[config.mk]
export PLATFORM = sky130hd
export DESIGN_NAME = rmhs_cell
export DESIGN_NICKNAME = d
export VERILOG_FILES = /design/src/design/rmhs_pkg.sv /design/src/design/rmhs_cell.sv
export SDC_FILE = /design/constraint.sdc
export NUM_CORES = 1
export LEC_CHECK = 0
export BUFFER_PORTS_ARGS = -buffer_cell sky130_fd_sc_hd__buf_2
export CORE_MARGIN = 2
export CORE_UTILIZATION = 45
export CTS_CLUSTER_DIAMETER = 50
export DETAILED_ROUTE_END_ITERATION = 7
export HOLD_SLACK_MARGIN = 0.1
export PLACE_DENSITY = 0.87
export SLEW_MARGIN = 20
export SYNTH_ARGS = -nofsm -noshare
export SYNTH_HDL_FRONTEND = slang
export SYNTH_SLANG_ARGS = --single-unit
export TNS_END_PERCENT = 20
[constraint.sdc]
create_clock -name clk_i -period 12.9 [get_ports clk_i]
set_clock_uncertainty 0.2 [all_clocks]
set_input_delay 0.645 -clock clk_i [delete_from_list [all_inputs] [get_ports clk_i]]
set_output_delay 0.645 -clock clk_i [all_outputs]
set_load 0.01 [all_outputs]
[src/design/rmhs_pkg.sv]
// Package for the running median half sums unit.
// Holds item types, status and state codes, and the cell control struct.
// No dependencies.
`default_nettype none

package rmhs_pkg;

  localparam int unsigned CAPACITY_DEF   = 256;
  localparam int unsigned VALUE_BITS_DEF = 32;

  localparam int unsigned VALUE_W  = 32;
  localparam int unsigned SUM_W    = 40;
  localparam int unsigned COUNT_W  = 9;
  localparam int unsigned STATUS_W = 2;

  localparam logic KIND_INSERT = 1'b0;
  localparam logic KIND_ERASE  = 1'b1;

  typedef enum logic [STATUS_W-1:0] {
    ST_DONE   = 2'd0,
    ST_ABSENT = 2'd1,
    ST_FULL   = 2'd2
  } rmhs_status_e;

  typedef enum logic [1:0] {
    S_IDLE,
    S_SHIFT,
    S_SUM
  } rmhs_state_e;

  typedef struct packed {
    logic                      kind;
    logic signed [VALUE_W-1:0] value;
  } rmhs_in_t;

  typedef struct packed {
    logic signed [VALUE_W-1:0] median;
    logic signed [SUM_W-1:0]   low_half_sum;
    logic signed [SUM_W-1:0]   high_half_sum;
    logic [COUNT_W-1:0]        entry_count;
    logic                      is_empty;
    logic [STATUS_W-1:0]       status;
  } rmhs_out_t;

  typedef struct packed {
    logic commit;
    logic erase;
  } rmhs_cell_ctl_t;

endpackage

`default_nettype wire

[src/design/rmhs_cell.sv]
// One cell of the sorted row: holds a single entry, compares it with the key
// and takes its neighbor's entry to open or close a gap. Uses rmhs_pkg.
`default_nettype none

module rmhs_cell #(
  parameter int unsigned VB  = rmhs_pkg::VALUE_BITS_DEF,
  parameter int unsigned CW  = rmhs_pkg::COUNT_W,
  parameter int unsigned IDX = 0
) (
  input  wire logic                     clk_i,
  input  wire rmhs_pkg::rmhs_cell_ctl_t ctl_i,
  input  wire logic signed [VB-1:0]     key_i,
  input  wire logic [CW-1:0]            count_i,
  input  wire logic [CW-1:0]            rd_idx_i,
  input  wire logic signed [VB-1:0]     left_q_i,
  input  wire logic                     left_le_i,
  input  wire logic signed [VB-1:0]     right_q_i,
  output logic signed [VB-1:0]          q_o,
  output logic                          le_o,
  output logic                          eq_o,
  output logic signed [VB-1:0]          rd_m_o,
  output logic signed [VB-1:0]          rd_n_o
);

  logic signed [VB-1:0] entry_q;
  logic signed [VB-1:0] entry_d;
  logic                 held;
  logic                 lt;
  logic [CW-1:0]        own_idx;

  assign own_idx = CW'(IDX);
  assign held    = own_idx < count_i;
  assign le_o    = held && (entry_q <= key_i);
  assign lt      = held && (entry_q < key_i);
  assign eq_o    = held && (entry_q == key_i);
  assign q_o     = entry_q;

  always_comb begin
    if (ctl_i.erase) begin
      entry_d = lt ? entry_q : right_q_i;
    end else begin
      entry_d = le_o ? entry_q : (left_le_i ? key_i : left_q_i);
    end
  end

  always_ff @(posedge clk_i) begin
    if (ctl_i.commit) begin
      entry_q <= entry_d;
    end
  end

  assign rd_m_o = (own_idx == rd_idx_i) ? entry_q : '0;
  assign rd_n_o = (own_idx == CW'(rd_idx_i + CW'(1))) ? entry_q : '0;

endmodule

`default_nettype wire

==> results of run 1 <==
[layout by cell type, fill, tap and decap left out, types with 2 or more instances in the layout]
master	instances
clkbuf_8	5
buf_4	4
and2_1	63
ha_1	32
nor4_1	4
nand4_1	6
edfxtp_1	32
clkbuf_1	2
a211oi_1	2
mux2i_1	32
clkinv_1	2
buf_2	215
nor3_1	3
nand2_1	42
nand3_1	5
nor2_1	4
a21oi_1	10
inv_1	32
o21ai_0	34
a21o_1	3
[per-layer routing]
layer  GRT usage [%]  wire length, um
met1            30.2             3760
met2            45.5             4840
met3            3.50              504
met4            5.77               89
met5               0                0
[area by class of cell]
type / count / area [um2]
Inverter: 33 / 124
Clock inverter: 1 / 3.75
Tap cell: 77 / 96.3
Fill cell: 532 / 2140
Timing Repair Buffer: 219 / 1110
Multi-Input combinational cell: 257 / 1840
Sequential cell: 32 / 961
Clock buffer: 7 / 76.3
[Yosys cell counts, types with 2 or more instances]
cell type | count | share of area [%]
and2_1 | 63 | 13
buf_2 | 3 | 0.51
edfxtp_1 | 32 | 32
a21oi_1 | 10 | 1.7
a21o_1 | 3 | 0.76
nand3_1 | 5 | 0.84
nor3_1 | 4 | 0.67
mux2i_1 | 32 | 11
a211oi_1 | 2 | 0.51
nand2_1 | 42 | 5.3
nor4_2 | 2 | 0.84
clkbuf_1 | 14 | 1.8
ha_1 | 32 | 13
o21ai_0 | 34 | 5.7
nand4_1 | 6 | 1.3
nor2_1 | 4 | 0.51
nor4_1 | 4 | 0.84
inv_1 | 32 | 4.0
[through the flow]
stage                     hold slack [ns]  instances  utilization (%)  cell area [um2]
after floorplan                     0.632        339                -             2970
after global placement              0.720        618             65.0             4130
after detailed placement            0.727        618             65.0             4130
after CTS                           0.428        626             66.2             4210
after global routing                0.448        626             66.2             4210
final                               0.430        626             66.2             4210
[worst min-delay path, delay by kind of cell]
| kind | cells | cell delay, ns |
|---|---|---|
| AO/OA/AOI/OAI | 1 | 0.05 |
| buffers and inverters | 1 | 0.07 |
| AND/OR/NAND/NOR | 1 | 0.04 |
[kinds of logic (layout without fill, tap and decap cells)]
family	Yosys count	in the layout	synth area share [%]
AO/OA/AOI/OAI	55	55	10.7
adder cells (fa/ha/maj)	32	32	13.5
multiplexers	32	32	10.8
flip-flops	32	32	32.4
AND/OR/NAND/NOR	138	138	26.3
buffers and inverters	50	260	6.44
[power groups by stage]
stage          Clock (mW)  Sequential, mW  Combinational [mW]
3_5_place_dp            0           0.145               0.104
4_1_cts            0.0768           0.143               0.104
3_3_place_gp            0           0.144              0.0999
5_1_grt            0.0800           0.145               0.116
6_report           0.0749           0.143               0.104
2_1_floorplan           0           0.149              0.0519
[worst paths after layout]
path | start | to | slack [ns] | depth (start not counted)
worst max-delay path | key_i[31] | le_o | 9.42 | 9
worst min-delay path | right_q_i[20] | q_o[20] | 0.43 | 3
worst max register to register | q_o[31] | q_o[4] | 9.93 | 8
worst min register to register | q_o[31] | q_o[17] | 1.15 | 5
==> metrics, run 1 <==
detailed-route via count=3138; switching portion of total power=roughly a third; Netlist cell types=33; max incr delay on CP=0.40 ns; critical path arrival=about 2.6 ns; Avg Cell Area, Syn=8.76 um2; WS Path Type=in -> out; Setup WS pre-CTS=roughly 9.4 ns; Synth Instances=339; final RePlAce weighted congestion=0.830; Routed WL=9190 um; final worst-path cycle share=27.0%; Lkg Pwr=between 2 and 2.5 nW; Worst-Margin Slew=1.01 ns; Max Buffers Root-to-Sink=2; Overflow after GRT=0; critical path capture point type=output port; Post-CTS Hold Buffers=0; hpwl dp=7450 um; CP startpoint kind=input pin; CTS clock-pin slew for the worst setup and hold paths=around 0.07 ns; max cap viols=0; Post-Syn Area=0.00297 mm2; Synth Register Bits=32; area of the core=0.00635 mm2; Pint=216 uW; share of post-route cells with drive strength above 1=around 42%; initial antenna violation count=0; max reg flops=32; crit-path cells=buf_2 -> inv_1 -> ha_1 -> nand4_2 -> nor4_2 -> nand4_1 -> nor3_1 -> or3_1 -> buf_2; Routed wire per std cell=14.7 um; Max Freq=288 MHz; Peak VDD IR=approximately 0.00006 V; HP Class=in -> reg; final slew viol count=0; unrepaired setup endpoints after global routing=no; Mapped Nets=489; Final setup viols=0; WP buf/inv=3; sequential power share=44.4%; Die Footprint=between 0.007 and 0.008 mm2; logic gate share of total power=32.2%; setup bufs post-CTS=0; outcome=finished, final reports clean; Clock Root Buffer=clkbuf_8; DR vias/cell=roughly 5.0; asr flop ratio synth=0%; CTS H-Tree Depth=2; Starting Density=46.8%; Die Y=85.2 um; Tot Pwr=321 uW; CTS Buf Count=5; clock latency on the worst-skew pair=between 0.2 and 0.3 ns; register area share after synthesis=around 32%; Pre-antenna DRT Iters=4; clock share of power=23.3%; final setup TNS=0 ns; Ys Warns=0; IO Pins=~220; Die Width=85.2 um; largest net degree at the start of global routing=66; # diodes=0; Power per Cell Area=76.3 mW/mm2; Nets=~700; area added between synthesis and finish=41.6%; global-route wire length before repair=14600 um; ANT nets after route=0; fin crit period=3.48 ns; Most used DFF post-synth=edfxtp_1; GRT Util Overall=24.6%; CP delay by family, top=simple AND/OR/NAND/NOR gates; Critical Path Slowest Stage Cell=nor3_1; Critical Path Fanout Max=4; vias in the first global route=3078; CP most frequent cell=buf_2; CP Data Required Time=12.06 ns; CTS-repair resized insts=0; number of cell rows=29; # DRC=0; EDFF count, synth=32; worst setup margin=9.42 ns; I/O Buffers=215; DR iter-0 viols=71; Final Hold Vio Count=0; CTS Sinks=32; Sw Pwr=105 uW; CTS tree=built; Rel. slew slack=32.5%
Note: power is estimated with default switching activity, not from simulation.
==> run 2: changes to the inputs <==
Settings changed: CORE_UTILIZATION 45 to 42, PLACE_DENSITY 0.87 to 0.82.
Clock period 12.9 ns to 3.6 ns, I/O delays scaled along.
==> run 2 against run 1 <==
Flip-flop and latch count stayed put. Non-clock buffer count up 51. Total power rose to 4.0 times the previous value. Register-to-register slack got worse by 9.3 ns. Final cell count grew 11%. Core utilization up 3.6 points. Critical path depth is 1 lower. Count of clock-buffer cells in the layout decreased by 1. Via count is 12% higher. Largest cell class unchanged.
==> metrics, run 2 (same netlist as run 1, synthesis figures left out) <==
outcome=finished, final reports clean (unchanged); Clock Root Buffer=clkbuf_8 (unchanged); CTS H-Tree Depth=2 (unchanged); area of the multi-input gates=0.00185 mm2 (was 0.00184 mm2); Sw Pwr=395 uW (was 105 uW); largest net degree at the start of global routing=65 (was 66); Lkg Pwr=2.60 nW (was 2.36 nW); Pint=894 uW (was 216 uW); CTS Buf Count=5 (unchanged); CP delay by family, top=simple AND/OR/NAND/NOR gates (unchanged); Pre-antenna DRT Iters=4 (unchanged); Worst-Margin Slew=1.05 ns (was 1.01 ns); initial antenna violation count=0 (unchanged); max incr delay on CP=0.50 ns (was 0.40 ns); crit-path cells=ha_1 -> nand4_1 -> nor3_1 -> a21boi_0 -> or4_4 -> a211oi_2 -> or3_1 -> buf_2 (was buf_2 -> inv_1 -> ha_1 -> nand4_2 -> nor4_2 -> nand4_1 -> nor3_1 -> or3_1 -> buf_2); final worst-path cycle share=83.6%; max reg flops=32 (unchanged); number of cell rows=30 (was 29); HP Class=in -> reg (unchanged); Final Hold Vio Count=0 (unchanged); IO Pins=216 (unchanged); Die Y=88.1 um (was 85.2 um); sequential power share=39.4% (was 44.4%); CTS clock-pin slew for the worst setup and hold paths=0.07 ns (about the same); share of post-route cells with drive strength above 1=39.3% (was 42.4%); detailed-route via count=3528 (was 3138); switching portion of total power=30.6% (was 32.6%); worst setup margin=0.589 ns (was 9.42 ns); Die Width=88.1 um (was 85.2 um); GRT Util Overall=26.8% (was 24.6%); # diodes=0 (unchanged); final RePlAce weighted congestion=0.830 (about the same); Power per Cell Area=270 mW/mm2 (was 76.3 mW/mm2); Starting Density=43.5% (was 46.8%); final setup TNS=0 ns (unchanged); # DRC=0 (unchanged); Final setup viols=0 (unchanged); ANT nets after route=0 (unchanged); final slew viol count=0 (unchanged); area of the core=0.00683 mm2 (was 0.00635 mm2); CTS tree=built (unchanged); Routed wire per std cell=15.4 um (was 14.7 um); CP startpoint kind=register (was input pin); Setup WS pre-CTS=0.677 ns (was 9.42 ns); final core utilization=69.9% (was 66.2%); I/O Buffers=215 (unchanged); unrepaired setup endpoints after global routing=no (unchanged); Critical Path Fanout Max=4 (unchanged); area added between synthesis and finish=60.7% (was 41.6%); clock share of power=26.6% (was 23.3%); DR vias/cell=5.07 (was 5.01); fin crit period=~3 ns; Seq. cell area=961 um2 (unchanged); CP Data Required Time=3.22 ns (was 12.06 ns); DR iter-0 viols=115 (was 71); Max Buffers Root-to-Sink=2 (unchanged); CTS Sinks=32 (unchanged); critical path capture point type=output port (unchanged); Overflow after GRT=0 (unchanged); Die Footprint=0.00776 mm2 (was 0.00727 mm2); critical path arrival=2.63 ns (about the same); Post-CTS Hold Buffers=50 (was 0); CTS-repair resized insts=0 (unchanged); Max Freq=approximately 330 MHz; hpwl dp=7770 um (was 7450 um); clock latency on the worst-skew pair=0.28 ns (about the same); Critical Path Slowest Stage Cell=or4_4 (was nor3_1); global-route wire length before repair=16100 um (was 14600 um); commonest non-fill, non-tap cell in the layout=buf_2 (unchanged); WS Path Type=reg -> out (was in -> out); Nets=749 (was 698); Routed WL=10700 um (was 9190 um); WP buf/inv=1 (was 3); logic gate share of total power=34.0% (was 32.2%); most frequent cells in the layout=buf_2, and2_1, dlygate4sd3_1, nand2_1, o21ai_0 (was buf_2, and2_1, nand2_1, o21ai_0); vias in the first global route=3448 (was 3078); Filler cells=547 (was 532); Rel. slew slack=30.1% (was 32.5%); setup bufs post-CTS=0 (unchanged); max cap viols=0 (unchanged); Peak VDD IR=0.000221 V (was 0.0000618 V)
[run 2: cell types whose count changed in the layout (fill, tap and decap cells not counted), sizes merged]
cell and change:
dlygate4sd3 +50, buf +1, bufinv +1, clkbuf -1
[run 2: per-stage QoR]
step           power, mW  area [um2]  hold WS [ns]  instances
3_3_place_gp       0.881        4170         0.262        638
5_1_grt             1.36        4770         0.121        696
3_5_place_dp       0.897        4170         0.264        638
2_1_floorplan      0.719        2990         0.167        339
4_1_cts             1.29        4770         0.100        696
6_report            1.29        4770         0.102        696
[run 2: power by group through the flow]
stage / Combinational (mW) / Sequential [mW] / Clock, mW
3_3_place_gp: 0.368 / 0.513 / 0
2_1_floorplan: 0.191 / 0.529 / 0
5_1_grt: 0.484 / 0.515 / 0.357
4_1_cts: 0.433 / 0.508 / 0.349
3_5_place_dp: 0.381 / 0.516 / 0
6_report: 0.438 / 0.508 / 0.343
[run 2: tightest hold or removal path: cells and delay by family]
family / cells / cell delay (ns)
AO/OA/AOI/OAI: 1 / 0.15
buffers and inverters: 1 / 0.08
multiplexers: 1 / 0.05
[run 2: routing by layer]
metal / share of wire, % / up-vias / global-route usage (%) / wire, um
li1: - / 1698 / - / -
met1: 37 / 1629 / 29.6 / 3940
met2: 54 / 173 / 52.3 / 5730
met3: 7.0 / 28 / 3.68 / 749
met4: 2.5 / 0 / 8.82 / 269
met5: 0 / - / 0 / 0
[run 2: area by class of cell]
type | count | share of cell area, %
Timing Repair Buffer | 270 | 33.8
Tap cell | 96 | 2.52
Multi-Input combinational cell | 257 | 38.7
Clock buffer | 6 | 1.52
Clock inverter | 2 | 0.734
Inverter | 33 | 2.60
Sequential cell | 32 | 20.1
[run 2: final timing paths]
| path | startpoint | depth (start not counted) | slack (ns) | endpoint |
|---|---|---|---|---|
| worst min register to register | q_o[31] | 5 | 1.14 | q_o[2] |
| worst max-delay path | q_o[13] | 8 | 0.59 | le_o |
| worst max register to register | q_o[14] | 8 | 0.68 | q_o[28] |
| worst min-delay path | left_q_i[11] | 3 | 0.10 | q_o[11] |
==> run 3: changes to the inputs <==
Settings changed: ABC_AREA from default to 1.
Clock period 3.6 ns to 3.1 ns, I/O delays scaled along.
==> run 3 against run 2 <==
Global-route usage rose by 0.27 points. Highest routed layer unchanged. Clock power fell by 13%. Critical path type is now reg -> reg. Total power rose by 7.7%. Non-clock buffer count is 8 higher. Combinational power increased by 18%. Design area grew 0.50%. Largest cell class is now buffers. Synthesized cell count up 29%.
==> metrics, run 3 <==
Synth Area in Simple Gates=26.8% (was 26.3%); final worst-path cycle share=83.3%; final slew viol count=0 (unchanged); largest cells by area after synthesis=edfxtp_1, ha_1, nand2_1 (was edfxtp_1, ha_1, and2_1); Nets=852 (was 749); commonest non-fill, non-tap cell in the layout=buf_2 (unchanged); final cell count without fillers=798 (was 696); Ys Warns=0 (unchanged); CTS-repair resized insts=0 (unchanged); Die Footprint=0.00776 mm2 (about the same); Peak VDD IR=0.000202 V (was 0.000221 V); fin crit period=2.58 ns; vias in the first global route=3796 (was 3448); Die Y=88.1 um (about the same); Netlist cell types=26 (was 33); Crit Reg-Reg Startpoint=q_o[31] (was q_o[14]); HP Class=in -> reg (unchanged); DR vias/cell=4.84 (was 5.07); # DRC=0 (unchanged); Routed wire per std cell=13.4 um (was 15.4 um); placed insts=731 (was 638); most frequent cells in the layout=buf_2, nand2_1, nor2_1, inv_1, dlygate4sd3_1 (was buf_2, and2_1, dlygate4sd3_1, nand2_1, o21ai_0); Starting Density=43.5% (about the same); Synth Instances=438 (was 339); largest family of logic cells by synthesized area=simple AND/OR/NAND/NOR gates (unchanged); Rel. slew slack=35.1% (was 30.1%); CTS H-Tree Depth=2 (unchanged); clock latency on the worst-skew pair=0.28 ns (about the same); CTS clock-pin slew for the worst setup and hold paths=0.06 ns (was 0.07 ns); reg2reg setup slack=0.52 ns (was 0.68 ns); Max Buffers Root-to-Sink=2 (unchanged); Synth Area in Compound Gates=15.1% (was 10.7%); outcome=finished, final reports clean (unchanged); hpwl dp=7560 um (was 7770 um); final RePlAce weighted congestion=0.824 (was 0.830); Mapped Nets=588 (was 489); CP Capture Point=q_o[12] (was le_o); Lkg Pwr=2.77 nW (was 2.60 nW); area of the core=0.00683 mm2 (unchanged); xor/xnor cell area share of the yosys netlist=0% (unchanged); Pre-antenna DRT Iters=4 (unchanged); Clock Root Buffer=clkbuf_8 (unchanged); Critical R2R Capture=q_o[12] (was q_o[28]); CP startpoint kind=register (unchanged); critical path arrival=2.36 ns (was 2.63 ns); WS Path Type=reg -> reg (was reg -> out); Worst-Margin Slew=0.973 ns (was 1.05 ns); Power per Cell Area=289 mW/mm2 (was 270 mW/mm2); share of post-route cells with drive strength above 1=33.9% (was 39.3%); initial antenna violation count=0 (unchanged); Final setup viols=0 (unchanged); detailed-route via count=3861 (was 3528); number of cell rows=30 (unchanged); Max Freq=around 390 MHz; IO Pins=216 (unchanged); DR iter-0 viols=124 (was 115); GRT Util Overall=27.1% (was 26.8%); EDFF count, synth=32 (unchanged); Final Hold Vio Count=0 (unchanged); unrepaired setup endpoints after global routing=no (unchanged); # diodes=0 (unchanged); CP Data Required Time=2.88 ns (was 3.22 ns); area added between synthesis and finish=61.6% (was 60.7%); Post-Syn Area=0.00297 mm2 (about the same); adder-cell area share of the yosys netlist=13.5% (about the same); largest net degree at the start of global routing=63 (was 65); Filler cells=606 (was 547); top cells by count, synth=nand2_1, nor2_1, inv_1, o21ai_0 (was and2_1, nand2_1, o21ai_0); max cap viols=0 (unchanged); critical path capture point type=register (was output port); Overflow after GRT=0 (unchanged); Most used DFF post-synth=edfxtp_1 (unchanged); max reg flops=32 (unchanged); Avg Cell Area, Syn=6.78 um2 (was 8.76 um2); Critical Path Fanout Max=28 (was 4); Routed WL=10700 um (about the same); Die Width=88.1 um (about the same); mux contribution to synthesized area=0% (was 10.8%); count leader, synth=nand2_1 (was and2_1); final setup TNS=0 ns (unchanged); post-synth top area cell=edfxtp_1 (unchanged); CTS tree=built (unchanged); Worst setup startpoint=q_o[31] (was q_o[13]); I/O Buffers=215 (unchanged); register area share after synthesis=32.4% (about the same); CTS Sinks=32 (unchanged); top-area cell type share of the netlist area=32.4% (about the same); FF-to-FF path depth=12 (was 8); Synth Register Bits=32 (unchanged); asr flop ratio synth=0% (unchanged); CTS Buf Count=5 (unchanged); ANT nets after route=0 (unchanged); global-route wire length before repair=16500 um (was 16100 um)
==> run 3: area by class of cell <==
cell class	count	area, um2	area share, %
Timing Repair Buffer	278	1710	35.7
Sequential cell	32	961	20.0
Inverter	75	282	5.87
Clock inverter	1	5.00	0.104
Multi-Input combinational cell	310	1650	34.3
Tap cell	96	120	2.50
Clock buffer	6	72.6	1.51
==> run 3: timing repair <==
action                                 in CTS  in global routing
hold buffers                               60                  0
setup buffers                               0                  0
endpoints found under the hold margin      32                  0
==> run 3: per-stage QoR <==
stage,hold WS (ns),area [um2],setup slack (ns),utilization (%),total power [mW]
3_3_place_gp,0.235,4120,0.624,60.3,0.991
6_report,0.101,4800,0.518,70.2,1.39
4_1_cts,0.113,4800,0.490,70.2,1.38
5_1_grt,0.112,4800,0.332,70.2,1.48
2_1_floorplan,0.142,2970,0.345,-,0.819
3_5_place_dp,0.238,4120,0.500,60.3,1.01
==> run 3: where the power goes <==
group	switching, mW	internal [mW]
clock network	0.148	0.152
logic	0.271	0.248
registers	0.0327	0.537
==> run 3: how the worst min path moves through the flow <==
| stage | slack (ns) | cells after the start | startpoint | endpoint |
|---|---|---|---|---|
| final | 0.10 | 3 | left_q_i[29] | q_o[29] |
| after global routing | 0.11 | 3 | left_q_i[10] | q_o[10] |
| after CTS | 0.11 | 3 | left_q_i[10] | q_o[10] |
| after detailed placement | 0.24 | 3 | right_q_i[4] | q_o[4] |
| after global placement | 0.24 | 3 | right_q_i[4] | q_o[4] |
| after floorplan | 0.14 | 2 | right_q_i[29] | q_o[29] |
==> run 3: routing by layer <==
| metal | track usage, % | vias to the layer above | share of wire [%] |
|---|---|---|---|
| met5 | 0 | - | 0 |
| met2 | 52.0 | 167 | 54 |
| met1 | 28.9 | 1735 | 37 |
| met3 | 3.86 | 34 | 6.1 |
| met4 | 12.8 | 0 | 3.0 |
| li1 | - | 1925 | - |
==> run 3: worst max-delay path, cell delays in order (launching register included) <==
cell,delay (ns)
edfxtp_1,0.42
ha_1,0.38
nand2_2,0.08
nor2_2,0.14
nand2_2,0.09
nor4_4,0.17
nand2_1,0.10
nand2_1,0.06
nand2_1,0.04
nand3_1,0.08
nand2_1,0.06
inv_1,0.19
buf_12,0.23
==> run 3: cell families after synthesis <==
group | Yosys count
AO/OA/AOI/OAI | 86
buffers and inverters | 96
flip-flops | 32
AND/OR/NAND/NOR | 192
adder cells (fa/ha/maj) | 32
